==> src/rtl/tsdt_pkg.sv <==
`timescale 1ns / 1ps
// ----------------------------------------------------------------------------
// tsdt_pkg
// Shared types and constants of the topology source duplicate table.
// ----------------------------------------------------------------------------
package tsdt_pkg;

    // table geometry
    localparam int TABLE_DEPTH = 16;
    localparam int IDX_W       = (TABLE_DEPTH > 1) ? $clog2(TABLE_DEPTH) : 1;

    // field widths
    localparam int ADDR_W  = 32;
    localparam int SEQ_W   = 16;
    localparam int LIFE_W  = 8;
    localparam int CFG_W   = 32;

    // stream word widths
    localparam int IN_DATA_W  = 80;
    localparam int OUT_DATA_W = 40;

    // command queue between front and back, power of two
    localparam int QDEPTH = 2;
    localparam int QPTR_W = (QDEPTH > 1) ? $clog2(QDEPTH) : 1;

    // register reset values
    localparam logic [ADDR_W-1:0] OWN_ADDR_RST  = '0;
    localparam logic [SEQ_W-1:0]  SEQ_THR_RST   = 16'd100;
    localparam logic [SEQ_W-1:0]  MAX_SEQ_RST   = 16'hFFFF;
    localparam logic [LIFE_W-1:0] LIFE_TIME_RST = 8'd5;

    // register indexes
    typedef enum logic [1:0] {
        REG_OWN_ADDR = 2'd0,
        REG_SEQ_THR  = 2'd1,
        REG_MAX_SEQ  = 2'd2,
        REG_LIFE     = 2'd3
    } cfg_idx_t;

    // verdict codes
    typedef enum logic [1:0] {
        ST_NEW    = 2'd0,
        ST_UPDATE = 2'd1,
        ST_STALE  = 2'd2,
        ST_FULL   = 2'd3
    } status_t;

    // result kinds
    typedef enum logic {
        KIND_VERDICT = 1'b0,
        KIND_REMOVE  = 1'b1
    } kind_t;

    // configuration register set
    typedef struct packed {
        logic [ADDR_W-1:0] own_addr;
        logic [SEQ_W-1:0]  seq_threshold;
        logic [SEQ_W-1:0]  max_seq;
        logic [LIFE_W-1:0] life_time;
    } cfg_t;

    // classified message handed from front to back
    typedef struct packed {
        logic [ADDR_W-1:0] src;
        logic [SEQ_W-1:0]  seq;
        logic              self;
        logic              hit;
        logic [IDX_W-1:0]  hit_idx;
        logic              full;
        logic [IDX_W-1:0]  free_idx;
    } cmd_t;

    // table contents seen by the front lookup
    typedef struct packed {
        logic [TABLE_DEPTH-1:0]             valid;
        logic [TABLE_DEPTH-1:0][ADDR_W-1:0] addr;
    } table_view_t;

endpackage

==> src/rtl/topology_source_dedup_table.sv <==
`timescale 1ns / 1ps
// ----------------------------------------------------------------------------
// topology_source_dedup_table
// Duplicate suppression table for topology messages keyed by originator.
// ----------------------------------------------------------------------------
//  channel   direction  handshake               payload
//  s_axis    in         tvalid / tready         source_addr, seq_num, from_addr
//  m_axis    out        tvalid / tready         verdict or removal, tlast, tuser
//  cfg       in         cfg_valid / cfg_ready   cfg_index, cfg_data
//
//  Input register, command queue and back-end fetch come before the check
//  step, which loads the output register. A held input word is issued only
//  while the queue is empty and the back end idle, so commands never overlap.
//  An aging pass with removals then walks one slot a cycle up to the highest
//  removed slot. Reset clears all valid bits at once. A stalled output
//  register holds the check or scan step.
// ----------------------------------------------------------------------------
module topology_source_dedup_table
    import tsdt_pkg::*;
(
    input  logic                  clk,
    input  logic                  rst_n,
    input  logic                  s_axis_tvalid,
    output logic                  s_axis_tready,
    // source_addr[31:0], seq_num[47:32], from_addr[79:48]
    input  logic [IN_DATA_W-1:0]  s_axis_tdata,
    output logic                  m_axis_tvalid,
    input  logic                  m_axis_tready,
    // status[1:0], forward[2], node_addr[34:3], zero fill[39:35]
    output logic [OUT_DATA_W-1:0] m_axis_tdata,
    // kind[0]
    output logic                  m_axis_tuser,
    output logic                  m_axis_tlast,
    input  logic                  cfg_valid,
    output logic                  cfg_ready,
    input  logic [1:0]            cfg_index,
    input  logic [CFG_W-1:0]      cfg_data
);

    cfg_t        cfg_reg;
    table_view_t view;
    cmd_t        push_cmd, head;
    logic        push, pop, q_empty, q_full, back_idle;

    // configuration registers
    assign cfg_ready = 1'b1;

    always_ff @(posedge clk or negedge rst_n)
    begin
        if (!rst_n)
        begin
            cfg_reg.own_addr      <= OWN_ADDR_RST;
            cfg_reg.seq_threshold <= SEQ_THR_RST;
            cfg_reg.max_seq       <= MAX_SEQ_RST;
            cfg_reg.life_time     <= LIFE_TIME_RST;
        end
        else if (cfg_valid)
        begin
            case (cfg_idx_t'(cfg_index))
                REG_OWN_ADDR: cfg_reg.own_addr      <= cfg_data;
                REG_SEQ_THR:  cfg_reg.seq_threshold <= cfg_data[SEQ_W-1:0];
                REG_MAX_SEQ:  cfg_reg.max_seq       <= cfg_data[SEQ_W-1:0];
                REG_LIFE:     cfg_reg.life_time     <= cfg_data[LIFE_W-1:0];
                default:      cfg_reg               <= cfg_reg;
            endcase
        end
    end

    // front: input register and lookup
    tsdt_front u_front (
        .clk           (clk),
        .rst_n         (rst_n),
        .s_axis_tvalid (s_axis_tvalid),
        .s_axis_tready (s_axis_tready),
        .s_axis_tdata  (s_axis_tdata),
        .cfg           (cfg_reg),
        .view          (view),
        .queue_empty   (q_empty),
        .back_idle     (back_idle),
        .push          (push),
        .push_cmd      (push_cmd)
    );

    // command queue
    tsdt_cmd_queue u_queue (
        .clk      (clk),
        .rst_n    (rst_n),
        .push     (push),
        .push_cmd (push_cmd),
        .pop      (pop),
        .head     (head),
        .empty    (q_empty),
        .full     (q_full)
    );

    // back: table update, aging and results
    tsdt_back u_back (
        .clk           (clk),
        .rst_n         (rst_n),
        .cfg           (cfg_reg),
        .cmd_valid     (!q_empty),
        .cmd           (head),
        .cmd_pop       (pop),
        .back_idle     (back_idle),
        .view          (view),
        .m_axis_tvalid (m_axis_tvalid),
        .m_axis_tready (m_axis_tready),
        .m_axis_tdata  (m_axis_tdata),
        .m_axis_tuser  (m_axis_tuser),
        .m_axis_tlast  (m_axis_tlast)
    );

    // lookup only against a quiet table
    a_issue_quiet: assert property (@(posedge clk) disable iff (!rst_n)
        push |-> (back_idle && q_empty && !q_full))
        else $error("command issued while the table was changing");

    // a queued command is picked up by an idle back end
    a_pickup: assert property (@(posedge clk) disable iff (!rst_n)
        (back_idle && !q_empty) |=> !back_idle)
        else $error("idle back end left a command waiting");

    // removal words carry no verdict
    a_remove_clean: assert property (@(posedge clk) disable iff (!rst_n)
        (m_axis_tvalid && (m_axis_tuser == KIND_REMOVE)) |-> (m_axis_tdata[2:0] == 3'b000))
        else $error("removal word with verdict bits set");

endmodule

==> src/rtl/tsdt_cmd_queue.sv <==
`timescale 1ns / 1ps
// ----------------------------------------------------------------------------
// tsdt_cmd_queue
// Short queue of classified commands between the front and the back.
// ----------------------------------------------------------------------------
module tsdt_cmd_queue
    import tsdt_pkg::*;
(
    input  logic clk,
    input  logic rst_n,
    input  logic push,
    input  cmd_t push_cmd,
    input  logic pop,
    output cmd_t head,
    output logic empty,
    output logic full
);

    cmd_t              q_reg [QDEPTH];
    logic [QPTR_W-1:0] wr_ptr_reg, wr_ptr_next;
    logic [QPTR_W-1:0] rd_ptr_reg, rd_ptr_next;
    logic [QPTR_W:0]   count_reg, count_next;
    logic              do_push, do_pop;

    // occupancy flags
    assign empty   = (count_reg == '0);
    assign full    = (count_reg == (QPTR_W + 1)'(QDEPTH));
    assign do_push = push && !full;
    assign do_pop  = pop && !empty;
    assign head    = q_reg[rd_ptr_reg];

    // pointer and count update, pointers wrap at the power-of-two depth
    always_comb
    begin
        wr_ptr_next = wr_ptr_reg;
        rd_ptr_next = rd_ptr_reg;
        count_next  = count_reg;
        if (do_push)
        begin
            wr_ptr_next = wr_ptr_reg + 1'b1;
        end
        if (do_pop)
        begin
            rd_ptr_next = rd_ptr_reg + 1'b1;
        end
        if (do_push && !do_pop)
        begin
            count_next = count_reg + 1'b1;
        end
        else if (do_pop && !do_push)
        begin
            count_next = count_reg - 1'b1;
        end
    end

    always_ff @(posedge clk or negedge rst_n)
    begin
        if (!rst_n)
        begin
            wr_ptr_reg <= '0;
            rd_ptr_reg <= '0;
            count_reg  <= '0;
        end
        else
        begin
            wr_ptr_reg <= wr_ptr_next;
            rd_ptr_reg <= rd_ptr_next;
            count_reg  <= count_next;
        end
    end

    // queue storage
    always_ff @(posedge clk)
    begin
        if (do_push)
        begin
            q_reg[wr_ptr_reg] <= push_cmd;
        end
    end

endmodule

==> src/rtl/tsdt_front.sv <==
`timescale 1ns / 1ps
// ----------------------------------------------------------------------------
// tsdt_front
// Input word register and originator lookup; issues classified commands.
// ----------------------------------------------------------------------------
module tsdt_front
    import tsdt_pkg::*;
(
    input  logic                 clk,
    input  logic                 rst_n,
    input  logic                 s_axis_tvalid,
    output logic                 s_axis_tready,
    input  logic [IN_DATA_W-1:0] s_axis_tdata,
    input  cfg_t                 cfg,
    input  table_view_t          view,
    input  logic                 queue_empty,
    input  logic                 back_idle,
    output logic                 push,
    output cmd_t                 push_cmd
);

    logic [ADDR_W-1:0] src_reg;
    logic [SEQ_W-1:0]  seq_reg;
    logic [ADDR_W-1:0] from_reg;
    logic              full_reg, full_next;
    logic              accept;
    logic              hit, found_free;
    logic [IDX_W-1:0]  hit_idx, free_idx;

    // a command leaves only when the table is quiet, so the lookup is exact
    assign push          = full_reg && queue_empty && back_idle;
    assign s_axis_tready = !full_reg || push;
    assign accept        = s_axis_tvalid && s_axis_tready;

    // first matching valid slot and lowest free slot
    always_comb
    begin
        hit        = 1'b0;
        hit_idx    = '0;
        found_free = 1'b0;
        free_idx   = '0;
        for (int i = 0; i < TABLE_DEPTH; i++)
        begin
            if (view.valid[i])
            begin
                if (!hit && (view.addr[i] == src_reg))
                begin
                    hit     = 1'b1;
                    hit_idx = IDX_W'(i);
                end
            end
            else if (!found_free)
            begin
                found_free = 1'b1;
                free_idx   = IDX_W'(i);
            end
        end
    end

    // classified command
    always_comb
    begin
        push_cmd.src      = src_reg;
        push_cmd.seq      = seq_reg;
        push_cmd.self     = (from_reg == cfg.own_addr);
        push_cmd.hit      = hit;
        push_cmd.hit_idx  = hit_idx;
        push_cmd.full     = !hit && !found_free;
        push_cmd.free_idx = free_idx;
    end

    // holding register occupancy
    always_comb
    begin
        full_next = full_reg;
        if (accept)
        begin
            full_next = 1'b1;
        end
        else if (push)
        begin
            full_next = 1'b0;
        end
    end

    always_ff @(posedge clk or negedge rst_n)
    begin
        if (!rst_n)
        begin
            full_reg <= 1'b0;
        end
        else
        begin
            full_reg <= full_next;
        end
    end

    // input word fields
    always_ff @(posedge clk)
    begin
        if (accept)
        begin
            src_reg  <= s_axis_tdata[31:0];
            seq_reg  <= s_axis_tdata[47:32];
            from_reg <= s_axis_tdata[79:48];
        end
    end

endmodule

==> src/rtl/tsdt_back.sv <==
`timescale 1ns / 1ps
// ----------------------------------------------------------------------------
// tsdt_back
// Table storage, verdict and update, aging pass and removal reporting.
// ----------------------------------------------------------------------------
module tsdt_back
    import tsdt_pkg::*;
(
    input  logic                  clk,
    input  logic                  rst_n,
    input  cfg_t                  cfg,
    input  logic                  cmd_valid,
    input  cmd_t                  cmd,
    output logic                  cmd_pop,
    output logic                  back_idle,
    output table_view_t           view,
    output logic                  m_axis_tvalid,
    input  logic                  m_axis_tready,
    output logic [OUT_DATA_W-1:0] m_axis_tdata,
    output logic                  m_axis_tuser,
    output logic                  m_axis_tlast
);

    typedef enum logic [1:0] {
        S_IDLE,
        S_CHECK,
        S_SCAN
    } state_t;

    state_t                 state_reg, state_next;
    cmd_t                   cmd_reg, cmd_next;
    logic [TABLE_DEPTH-1:0] valid_reg, valid_next;
    logic [TABLE_DEPTH-1:0] mask_reg, mask_next;
    logic [IDX_W-1:0]       scan_reg, scan_next;

    logic [ADDR_W-1:0] entry_addr_reg  [TABLE_DEPTH];
    logic [SEQ_W-1:0]  entry_seq_reg   [TABLE_DEPTH];
    logic [LIFE_W-1:0] entry_count_reg [TABLE_DEPTH];
    logic [LIFE_W-1:0] entry_count_next[TABLE_DEPTH];

    logic              out_valid_reg, out_valid_next;
    kind_t             out_kind_reg, out_kind_next;
    status_t           out_status_reg, out_status_next;
    logic              out_fwd_reg, out_fwd_next;
    logic [ADDR_W-1:0] out_addr_reg, out_addr_next;
    logic              out_last_reg, out_last_next;

    logic                   out_free;
    logic [SEQ_W-1:0]       stored_seq;
    logic signed [SEQ_W+1:0] limit;
    logic                   stale, accepted, aging, commit;
    logic [IDX_W-1:0]       target;
    status_t                verdict;
    logic [TABLE_DEPTH-1:0] age_mask;
    logic [TABLE_DEPTH-1:0] scan_bit;
    logic                   ent_v;
    logic [LIFE_W-1:0]      ent_c;

    assign back_idle = (state_reg == S_IDLE);
    assign out_free  = !out_valid_reg || m_axis_tready;
    assign scan_bit  = TABLE_DEPTH'(1) << scan_reg;

    // table view for the front lookup
    always_comb
    begin
        view.valid = valid_reg;
        for (int i = 0; i < TABLE_DEPTH; i++)
        begin
            view.addr[i] = entry_addr_reg[i];
        end
    end

    // sequence window: below the threshold the window wraps past max_seq
    always_comb
    begin
        stored_seq = entry_seq_reg[cmd_reg.hit_idx];
        limit      = $signed({2'b00, cfg.max_seq}) + $signed({2'b00, stored_seq})
                     - $signed({2'b00, cfg.seq_threshold});
        if (stored_seq < cfg.seq_threshold)
        begin
            stale = (cmd_reg.seq <= stored_seq)
                    || ($signed({2'b00, cmd_reg.seq}) > limit);
        end
        else
        begin
            stale = (cmd_reg.seq <= stored_seq);
        end
        stale = stale && cmd_reg.hit;
    end

    // verdict
    always_comb
    begin
        accepted = !cmd_reg.full && !stale;
        aging    = accepted && cmd_reg.self;
        target   = cmd_reg.hit ? cmd_reg.hit_idx : cmd_reg.free_idx;
        if (cmd_reg.full)
        begin
            verdict = ST_FULL;
        end
        else if (stale)
        begin
            verdict = ST_STALE;
        end
        else if (cmd_reg.hit)
        begin
            verdict = ST_UPDATE;
        end
        else
        begin
            verdict = ST_NEW;
        end
    end

    // sequencer, output register and table control
    always_comb
    begin
        state_next      = state_reg;
        cmd_next        = cmd_reg;
        valid_next      = valid_reg;
        mask_next       = mask_reg;
        scan_next       = scan_reg;
        out_valid_next  = out_valid_reg && !m_axis_tready;
        out_kind_next   = out_kind_reg;
        out_status_next = out_status_reg;
        out_fwd_next    = out_fwd_reg;
        out_addr_next   = out_addr_reg;
        out_last_next   = out_last_reg;
        cmd_pop         = 1'b0;
        commit          = 1'b0;
        age_mask        = '0;
        ent_v           = 1'b0;
        ent_c           = '0;
        for (int i = 0; i < TABLE_DEPTH; i++)
        begin
            entry_count_next[i] = entry_count_reg[i];
        end

        case (state_reg)
            S_IDLE:
            begin
                if (cmd_valid)
                begin
                    cmd_pop    = 1'b1;
                    cmd_next   = cmd;
                    state_next = S_CHECK;
                end
            end

            S_CHECK:
            begin
                if (out_free)
                begin
                    commit = accepted;
                    // update and aging of every slot in one step
                    for (int i = 0; i < TABLE_DEPTH; i++)
                    begin
                        ent_v = valid_reg[i];
                        ent_c = entry_count_reg[i];
                        if (accepted && (IDX_W'(i) == target))
                        begin
                            ent_v = 1'b1;
                            ent_c = cfg.life_time;
                        end
                        if (aging && ent_v)
                        begin
                            if (ent_c == LIFE_W'(1))
                            begin
                                age_mask[i] = 1'b1;
                                ent_v       = 1'b0;
                            end
                            else
                            begin
                                ent_c = ent_c - 1'b1;
                            end
                        end
                        valid_next[i]       = ent_v;
                        entry_count_next[i] = ent_c;
                    end
                    out_valid_next  = 1'b1;
                    out_kind_next   = KIND_VERDICT;
                    out_status_next = verdict;
                    out_fwd_next    = accepted && !cmd_reg.self;
                    out_addr_next   = cmd_reg.src;
                    out_last_next   = (age_mask == '0);
                    mask_next       = age_mask;
                    scan_next       = '0;
                    state_next      = (age_mask == '0) ? S_IDLE : S_SCAN;
                end
            end

            S_SCAN:
            begin
                // one slot a cycle, held on a removed slot while the output is stalled; removed slots reported in order
                if (!mask_reg[scan_reg])
                begin
                    scan_next = scan_reg + 1'b1;
                end
                else if (out_free)
                begin
                    out_valid_next  = 1'b1;
                    out_kind_next   = KIND_REMOVE;
                    out_status_next = ST_NEW;
                    out_fwd_next    = 1'b0;
                    out_addr_next   = entry_addr_reg[scan_reg];
                    out_last_next   = ((mask_reg & ~scan_bit) == '0);
                    mask_next       = mask_reg & ~scan_bit;
                    scan_next       = scan_reg + 1'b1;
                    if ((mask_reg & ~scan_bit) == '0)
                    begin
                        state_next = S_IDLE;
                    end
                end
            end

            default:
            begin
                state_next = S_IDLE;
            end
        endcase
    end

    // state and registered outputs
    always_ff @(posedge clk or negedge rst_n)
    begin
        if (!rst_n)
        begin
            state_reg      <= S_IDLE;
            cmd_reg        <= '0;
            valid_reg      <= '0;
            mask_reg       <= '0;
            scan_reg       <= '0;
            out_valid_reg  <= 1'b0;
            out_kind_reg   <= KIND_VERDICT;
            out_status_reg <= ST_NEW;
            out_fwd_reg    <= 1'b0;
            out_addr_reg   <= '0;
            out_last_reg   <= 1'b0;
        end
        else
        begin
            state_reg      <= state_next;
            cmd_reg        <= cmd_next;
            valid_reg      <= valid_next;
            mask_reg       <= mask_next;
            scan_reg       <= scan_next;
            out_valid_reg  <= out_valid_next;
            out_kind_reg   <= out_kind_next;
            out_status_reg <= out_status_next;
            out_fwd_reg    <= out_fwd_next;
            out_addr_reg   <= out_addr_next;
            out_last_reg   <= out_last_next;
        end
    end

    // table storage
    always_ff @(posedge clk)
    begin
        for (int i = 0; i < TABLE_DEPTH; i++)
        begin
            entry_count_reg[i] <= entry_count_next[i];
        end
        if (commit)
        begin
            entry_addr_reg[target] <= cmd_reg.src;
            entry_seq_reg[target]  <= cmd_reg.seq;
        end
    end

    // result word
    assign m_axis_tvalid = out_valid_reg;
    assign m_axis_tuser  = out_kind_reg;
    assign m_axis_tlast  = out_last_reg;
    assign m_axis_tdata  = {(OUT_DATA_W - ADDR_W - 3)'(0), out_addr_reg, out_fwd_reg,
                            out_status_reg};

endmodule
==> config.mk <==
export PLATFORM = sky130hd
export DESIGN_NAME = topology_source_dedup_table
export DESIGN_NICKNAME = d
export VERILOG_FILES = /design/src/rtl/tsdt_pkg.sv /design/src/rtl/topology_source_dedup_table.sv /design/src/rtl/tsdt_cmd_queue.sv /design/src/rtl/tsdt_front.sv /design/src/rtl/tsdt_back.sv
export SDC_FILE = /design/constraint.sdc
export NUM_CORES = 2
export LEC_CHECK = 0
export BUFFER_PORTS_ARGS = -buffer_cell sky130_fd_sc_hd__buf_2
export CORE_ASPECT_RATIO = 0.9
export CORE_MARGIN = 5
export CORE_UTILIZATION = 59
export CTS_BUF_LIST = sky130_fd_sc_hd__clkbuf_4 sky130_fd_sc_hd__clkbuf_8
export CTS_CLUSTER_DIAMETER = 50
export DETAILED_ROUTE_END_ITERATION = 10
export HOLD_SLACK_MARGIN = 0.08
export PLACE_DENSITY = 0.81
export SKIP_LAST_GASP = 1
export SYNTH_ARGS = -nofsm -noshare
export SYNTH_HDL_FRONTEND = slang
export SYNTH_SLANG_ARGS = --single-unit
==> constraint.sdc <==
create_clock -name clk -period 9.22 [get_ports clk]
set_input_delay 0.461 -clock clk [delete_from_list [all_inputs] [get_ports clk]]
set_output_delay 0.461 -clock clk [all_outputs]
set_load 0.01 [all_outputs]
; After elaboration in Yosys (flattened, before gate mapping)
; Memories as Yosys holds them, arrays and structs flattened. A register that Yosys moved wholly into a read port is not among the register bits.
; Cells that the tools add are included.
[op_classes]
add_sub_neg = 23
n_lt_le_gt_ge = 4
n_eq_ne = 60
shifts = 1
n_mux = 390
n_bitwise = 3
n_reduce_logical = 109
[ops]
columns = operator, n
row1 = 2-to-1 mux 8 bit, 80
row2 = == test 32 bit, 17
row3 = 2-to-1 mux 128 bit, 2
row4 = 2-to-1 mux 4 bit, 62
row5 = 2-to-1 mux 1 bit, 217
row6 = "== test 8 x 1 -> 1 bit, second input constant", 16
row7 = "subtractor 8 x 1 -> 8 bit, second input constant", 16
row8 = 2-to-1 mux 32 bit, 3
row9 = one-hot mux 32 bit (2 select lines), 1
row10 = logical AND 1 bit, 60
row11 = 2-to-1 mux 16 bit, 3
row12 = "== test 4 bit, first input constant", 8
row13 = zero test 16 bit, 2
row14 = one-hot mux 16 bit (2 select lines), 1
row15 = zero test 1 bit, 28
row16 = 2-to-1 mux 2 bit, 13
row17 = greater-than comparator 17 x 18 -> 1 bit, 1
row18 = subtractor 18 x 17 -> 18 bit, 1
row19 = adder 16 x 16 -> 17 bit, 1
row20 = bitwise AND 16 bit, 1
row21 = "== test 3 x 4 -> 1 bit, first input constant", 4
row22 = <= comparator 16 bit, 1
row23 = less-than comparator 16 bit, 1
row24 = NOT 16 bit, 1
row25 = other kinds (27), 50
[totals]
regBits = 233
ram_bits = 1014
input_bits = 119
word_cells = 615
n_memories = 4
[memory_table]
columns = memory, words, word_bits, rd, rd_clocked_by_memory_dff, write_ports, line
row1 = u_back.entry_addr_reg, 16, 32, 17, 0, 1, tsdt_back.sv:36  ; logic [ADDR_W-1:0] entry_addr_reg [TABLE_DEPTH];
row2 = u_back.entry_seq_reg, 16, 16, 1, 0, 1, tsdt_back.sv:37  ; logic [SEQ_W-1:0] entry_seq_reg [TABLE_DEPTH];
row3 = u_back.entry_count_reg, 16, 8, 16, 0, 16, tsdt_back.sv:38  ; logic [LIFE_W-1:0] entry_count_reg [TABLE_DEPTH];
row4 = u_queue.q_reg, 2, 59, 1, 1, 1, tsdt_cmd_queue.sv:19  ; cmd_t q_reg [QDEPTH];

; Longest topological paths before layout
; An unclocked memory read counts as a cell.
[depth]
word_depth = 66
depth_mapped = 44

; Modules after synthesis
; From an unflattened synthesis, not the netlist that was laid out.
[hier_totals]
cells_unflattened = 4545
hier_area_um2 = 65260.1
[modules_own_cells]
columns = mod, n_inst, cells_each, area_each_um2, seq_area_each_um2
row1 = tsdt_back, 1, 3205, 48363.9, 30284.0
row2 = tsdt_front, 1, 981, 9397.8, 2427.3
row3 = tsdt_cmd_queue, 1, 203, 4757.1, 3643.5
row4 = topology_source_dedup_table, 1, 156, 2741.4, 1828.0

; Worst setup path before layout
; No wires, ideal clock.
[synth_path]
path_type = flip-flop to flip-flop
startpoint = register u_back.cmd_reg[5] in the netlist's numbering
endpoint = memory u_back.entry_addr_reg[8][0] (enable)
arrival_ns = 9.482
required_ns = 8.765
slack_ns = -0.718
stages_incl_launch_ff = 34
n_path_buf = 6
synth_period_minus_slack_ns = 9.938
cell_sequence = dfrtp_1 -> buf_2 -> buf_1 -> buf_1 -> mux4_2 -> mux4_2 -> ha_1 -> nor2b_1 -> o31a_1 -> o21ai_0 -> nand2b_1 -> xor2_1 -> ha_1 -> a2111o_1 -> o2111a_1 -> o21ai_0 -> nor2_1 -> o21ai_0 -> nand2_1 -> a21o_1 -> a21oi_1 -> xor2_1 -> ha_1 -> nand4_1 -> nor2_1 -> nand3_1 -> nor3_1 -> a21oi_1 -> a2111oi_4 -> buf_4 -> buf_2 -> o21ai_2 -> buf_2 -> nor2_1
[synth_via]
elab_chain_cells = 13
[synth_lines]
columns = item, line
row1 = start: declaration, tsdt_back.sv:31  ; cmd_t cmd_reg, cmd_next;
row2 = start signal: assignment, tsdt_back.sv:243  ; cmd_reg <= cmd_next;
row3 = memory (16 x 16 bit), -
row4 = adder 16 x 16 -> 17 bit, tsdt_back.sv:77  ; limit = $signed({2'b00, cfg.max_seq}) + $signed({2'b00, stored_seq})
row5 = subtractor 18 x 17 -> 18 bit, tsdt_back.sv:78  ; - $signed({2'b00, cfg.seq_threshold});
row6 = greater-than comparator 17 x 18 -> 1 bit, tsdt_back.sv:82  ; || ($signed({2'b00, cmd_reg.seq}) > limit);
row7 = logical OR 1 bit, tsdt_back.sv:82
row8 = 2-to-1 mux 1 bit, tsdt_back.sv:79  ; if (stored_seq < cfg.seq_threshold)
row9 = logical AND 1 bit, tsdt_back.sv:88  ; stale = stale && cmd_reg.hit;
row10 = zero test 1 bit, tsdt_back.sv:94  ; accepted = !cmd_reg.full && !stale;
row11 = logical AND 1 bit, tsdt_back.sv:94
row12 = 2-to-1 mux 1 bit, tsdt_back.sv:152  ; if (out_free)
row13 = 2-to-1 mux 1 bit, tsdt_back.sv:139  ; case (state_reg)
row14 = 2-to-1 mux 1 bit, tsdt_back.sv:263  ; if (commit)
row15 = 2-to-1 mux 1 bit (not written as such), tsdt_back.sv:265  ; entry_addr_reg[target] <= cmd_reg.src;
row16 = end: declaration, tsdt_back.sv:36
; Parallel ways exist; a longest one is shown, timed or not.

; Final worst setup path
[layout_path]
startpoint = register u_back.cmd_reg[5] in the netlist's numbering
endpoint = register u_back.state_reg[1]
[layout_via]
elab_chain_cells = 22
[layout_lines]
columns = item, line
row1 = memory (16 x 16 bit), -
row2 = adder 16 x 16 -> 17 bit, tsdt_back.sv:77
row3 = subtractor 18 x 17 -> 18 bit, tsdt_back.sv:78
row4 = greater-than comparator 17 x 18 -> 1 bit, tsdt_back.sv:82
row5 = logical OR 1 bit, tsdt_back.sv:82
row6 = 2-to-1 mux 1 bit, tsdt_back.sv:79
row7 = logical AND 1 bit, tsdt_back.sv:88
row8 = zero test 1 bit, tsdt_back.sv:94
row9 = [... 6 more ...], -
row10 = 2-to-1 mux 1 bit, tsdt_back.sv:167  ; if (ent_c == LIFE_W'(1))
row11 = 2-to-1 mux 1 bit, tsdt_back.sv:165  ; if (aging && ent_v)
row12 = 2-to-1 mux 1 bit, tsdt_back.sv:152
row13 = 2-to-1 mux 1 bit, tsdt_back.sv:139
row14 = zero test 16 bit *, tsdt_back.sv:188  ; state_next = (age_mask == '0) ? S_IDLE : S_SCAN;
row15 = 2-to-1 mux 2 bit *, tsdt_back.sv:188
row16 = 2-to-1 mux 2 bit *, tsdt_back.sv:152
row17 = one-hot mux 2 bit (3 select lines) *, tsdt_back.sv:139
row18 = end signal: assignment, tsdt_back.sv:242  ; state_reg <= state_next;
row19 = end: declaration, tsdt_back.sv:30  ; state_t state_reg, state_next;
; Mark *: on every way between the ends. The rest lies on a longest branch, timed or not. The select of a mux whose other input is x is not followed.
; A chain may end at the register's enable or synchronous reset.

==> results.json <==
{
  "post_synth_inst_count": 4689,
  "final.setup_skew_ns": 0.0552,
  "holdCritPathClass": "in2async",
  "grt.total_usage": 0.369,
  "dp.final_hpwl_um": 140000,
  "die_h_um": 323,
  "synth.ff_latch_count": 1306,
  "largest_net_degree_at_the_start_of_global_routing": 142,
  "finalHoldViolations": 0,
  "slew_viol_final": 0,
  "post-place-ws_ns": -0.177,
  "setup.worst_path.start_class": "flop",
  "setup_slack_ns": 0.216,
  "worst_ep_required_time_ns": 10.01,
  "num_vias": 46000,
  "run_status": "completed",
  "ir_worst_vdd_mv": 0.357,
  "critical_path.startpoint": "u_back.cmd_reg[5]$_DFFE_PN0P_",
  "internal_pwr_total_mw": 15.4,
  "area_delta_synth_final_pct": 14.6,
  "synth_top_cells_by_area": "edfxtp_1 51%, dfrtp_1 7.4%, xnor2_1 6.5%",
  "post-synth-top-area-cell": "edfxtp_1",
  "clk_pin_slew_worst_paths_ns": 0.06,
  "yosys_warnings": 0,
  "max_freq_ghz": 0.111,
  "pin_count": 164,
  "synth_xor_xnor_area_share": 0.0945,
  "htreeDepth": 4,
  "clock_latency_ns": 0.95,
  "floorplan.die.width_um": 358,
  "num-fill-cells": 7329,
  "fp-row-count": 114,
  "initial_core_util": 0.596,
  "timing.critical_path.mode_cell": "buf_4",
  "dp_cells": 6214,
  "detail_route.drc_violations": 0,
  "cts-buffers-inserted": 205,
  "grt_antenna_before_repair": 11,
  "slew_headroom": 0.149,
  "vias_per_cell": 6.81,
  "detail_route.iter0.violations": 7523,
  "compound_gate_fraction_of_synth_area": 0.0759,
  "sw_frac_of_total": 0.409,
  "synth_edf_count": 1094,
  "critical-path-max-stage-delay_ns": 0.57,
  "timing.critical_path.slowest_stage_cell": "mux4_2",
  "post_synth_fa_ha_maj_area_fraction": 0.0242,
  "p_leak_nw": 25.9,
  "io_buffer_count": 157,
  "async_reset_ff_frac": 0.162,
  "rsz0062_at_grt": "yes",
  "timing.critical_path.to_type": "flop",
  "synth_simple_gate_area_frac": 0.0753,
  "critPathMaxFanout": 6,
  "power-per-cell-area_nw_per_um2": 355,
  "largest_reg_flops": 512,
  "finalSetupViolations": 0,
  "synth_area_um2": 64200,
  "cts_sinks": 1306,
  "dominant_combinational_cell_family_by_area_after_synthesis": "multiplexers",
  "share_seq_of_total_power": 0.376,
  "synthMuxAreaShare": 0.112,
  "postSynthAreaPerCell_um2": 13.7,
  "final.min_clock_period_ns": 9.00,
  "critical_path_buf_inv_count": 5,
  "cts.root.buffer_cell": "clkbuf_8",
  "detail_route.wl_per_cell_um": 32.0,
  "wire_length_of_the_first_global_routing_pass_um": 307000,
  "globalRouteOverflowTotal": 0,
  "drive_above_1_share": 0.204,
  "reg_to_reg_critical_path_startpoint": "u_back.cmd_reg[5]$_DFFE_PN0P_",
  "synth_cell_type_count": 91,
  "gp_routability_congestion": 1.08,
  "first_pass_iters": 8,
  "timing.critical_path.max_delay_family": "compound AO/OA/AOI/OAI gates",
  "share_clk_of_total_power": 0.202,
  "fp.coreArea_um2": 108000,
  "fin_cells": 6750,
  "max_cap_violations": 0,
  "dieArea_um2": 116000,
  "worstMarginPinSlew_ns": 1.27,
  "final.setup.tns_ns": 0,
  "timing.final.crit_share": 0.977,
  "cp.arrival_ns": 9.80,
  "critPathKind": "reg2reg",
  "seq_area_frac_synth": 0.595,
  "primary_ff_master_synth": "edfxtp_1",
  "antenna_left": 0,
  "power.combinational.fraction": 0.422,
  "synth_top_cell_area_share": 0.512,
  "finalNetCount": 5356,
  "grt_pass1_vias": 44400,
  "clock_path_buffers": 3,
  "switching_power_mw": 10.7,
  "cts_tree": "yes",
  "drt_wl_total_um": 216000
}
[logic make-up (layout without fill, tap and decap cells)]
kind of cell,Yosys count,after routing
muxes,525,525
and+or+nand+nor,951,951
adders and majority gates,123,123
xor gates and xnor gates,693,693
AOI/OAI and AO/OA,714,714
other,2,10
buffers and inverters,375,978
DFF,1306,1306
[stage by stage]
step | power, mW | hold slack [ns] | cell area, µm² | utilization
after floorplan | 16.0 | 0.165 | 64300 | -
after global placement | 19.6 | 0.384 | 67600 | 0.627
after detailed placement | 19.9 | 0.381 | 67600 | 0.627
after CTS | 25.1 | 0.106 | 73200 | 0.680
after global routing | 27.2 | 0.149 | 73600 | 0.683
final | 26.1 | 0.144 | 73600 | 0.683
[cell usage after synthesis (23+ instances only)]
cell and count:
nand3_1 48, a211oi_1 30, o211ai_1 23, a221o_1 31, edfxtp_1 1094, mux2i_1 288
nor4_1 115, nor3_1 52, dfrtp_1 191, mux2_2 91, inv_1 110, mux4_2 146
ha_1 121, nand2b_1 23, o22ai_1 72, xor2_1 215, clkbuf_1 192, buf_1 36
xnor2_1 478, nand2_1 223, nor2_1 218, nand4_1 137, a21oi_1 147, o21ai_0 164
o221ai_1 66
[final cells by class]
| cell class | count | area [µm²] | area share |
|---|---|---|---|
| Sequential cell | 1306 | 38200 | 0.519 |
| Multi-Input combinational cell | 3012 | 24800 | 0.338 |
| Clock buffer | 319 | 3940 | 0.0535 |
| Timing Repair Buffer | 474 | 3840 | 0.0522 |
| Tap cell | 1450 | 1810 | 0.0247 |
| Clock inverter | 70 | 502 | 0.00682 |
| Inverter | 115 | 434 | 0.00590 |
| Antenna cell | 4 | 10.0 | 0.000136 |
[cells in the final DEF, fill, tap and decap left out, types with 119 or more instances in the layout]
cell | netlist | routed
mux2i_1 | 288 | 287
nand2_1 | 223 | 219
nand4_1 | 137 | 137
dfrtp_1 | 191 | 185
a21oi_1 | 147 | 141
nor2_1 | 218 | 198
edfxtp_1 | 1094 | 1094
clkbuf_8 | 0 | 247
buf_2 | 22 | 156
o21ai_0 | 164 | 157
xnor2_1 | 478 | 478
dlygate4sd3_1 | 0 | 119
buf_4 | 9 | 168
xor2_1 | 215 | 215
mux4_2 | 146 | 146
[layer usage]
metal | GRT usage | wire length [µm] | vias up
met5 | 0 | 118 | -
met4 | 0.177 | 12200 | 12
met3 | 0.144 | 33500 | 670
met2 | 0.531 | 92200 | 3742
met1 | 0.495 | 77800 | 22700
li1 | - | - | 18800
[timing repair]
action	in CTS	in global routing
hold buffers	120	0
setup endpoints to repair	2	72
pin swaps	0	13
hold endpoints to repair	312	0
buffers inserted	3	19
gates cloned	0	1
gates resized for setup	2	48
[worst min-delay path, delay by kind of cell]
family	cells	cell delay, ns
buffers and inverters	3	0.99
[path summary, 6_finish.rpt]
path	cells past startpoint	slack, ns	end
min in group clk	2	0.23	u_front.src_reg[10]$_DFFE_PP_
max	41	0.22	u_back.state_reg[1]$_DFFE_PN0P_
max reg2reg	41	0.22	u_back.state_reg[1]$_DFFE_PN0P_
min reg2reg	0	0.43	u_queue.q_reg[1][25]$_DFFE_PP_
max in group asynchronous	3	8.11	cfg_reg[56]$_DFFE_PN0P_
min	3	0.14	u_back.cmd_reg[42]$_DFFE_PN0P_
[power by group through the flow]
stage          combinational (mW)  clock, mW  sequential (mW)
2_1_floorplan                6.80          0             9.19
3_3_place_gp                 9.81          0             9.75
3_5_place_dp                 10.0          0             9.83
4_1_cts                      10.2       5.26             9.71
5_1_grt                      11.8       5.60             9.87
6_report                     11.0       5.28             9.81
Power figures use the tool's default switching activity.
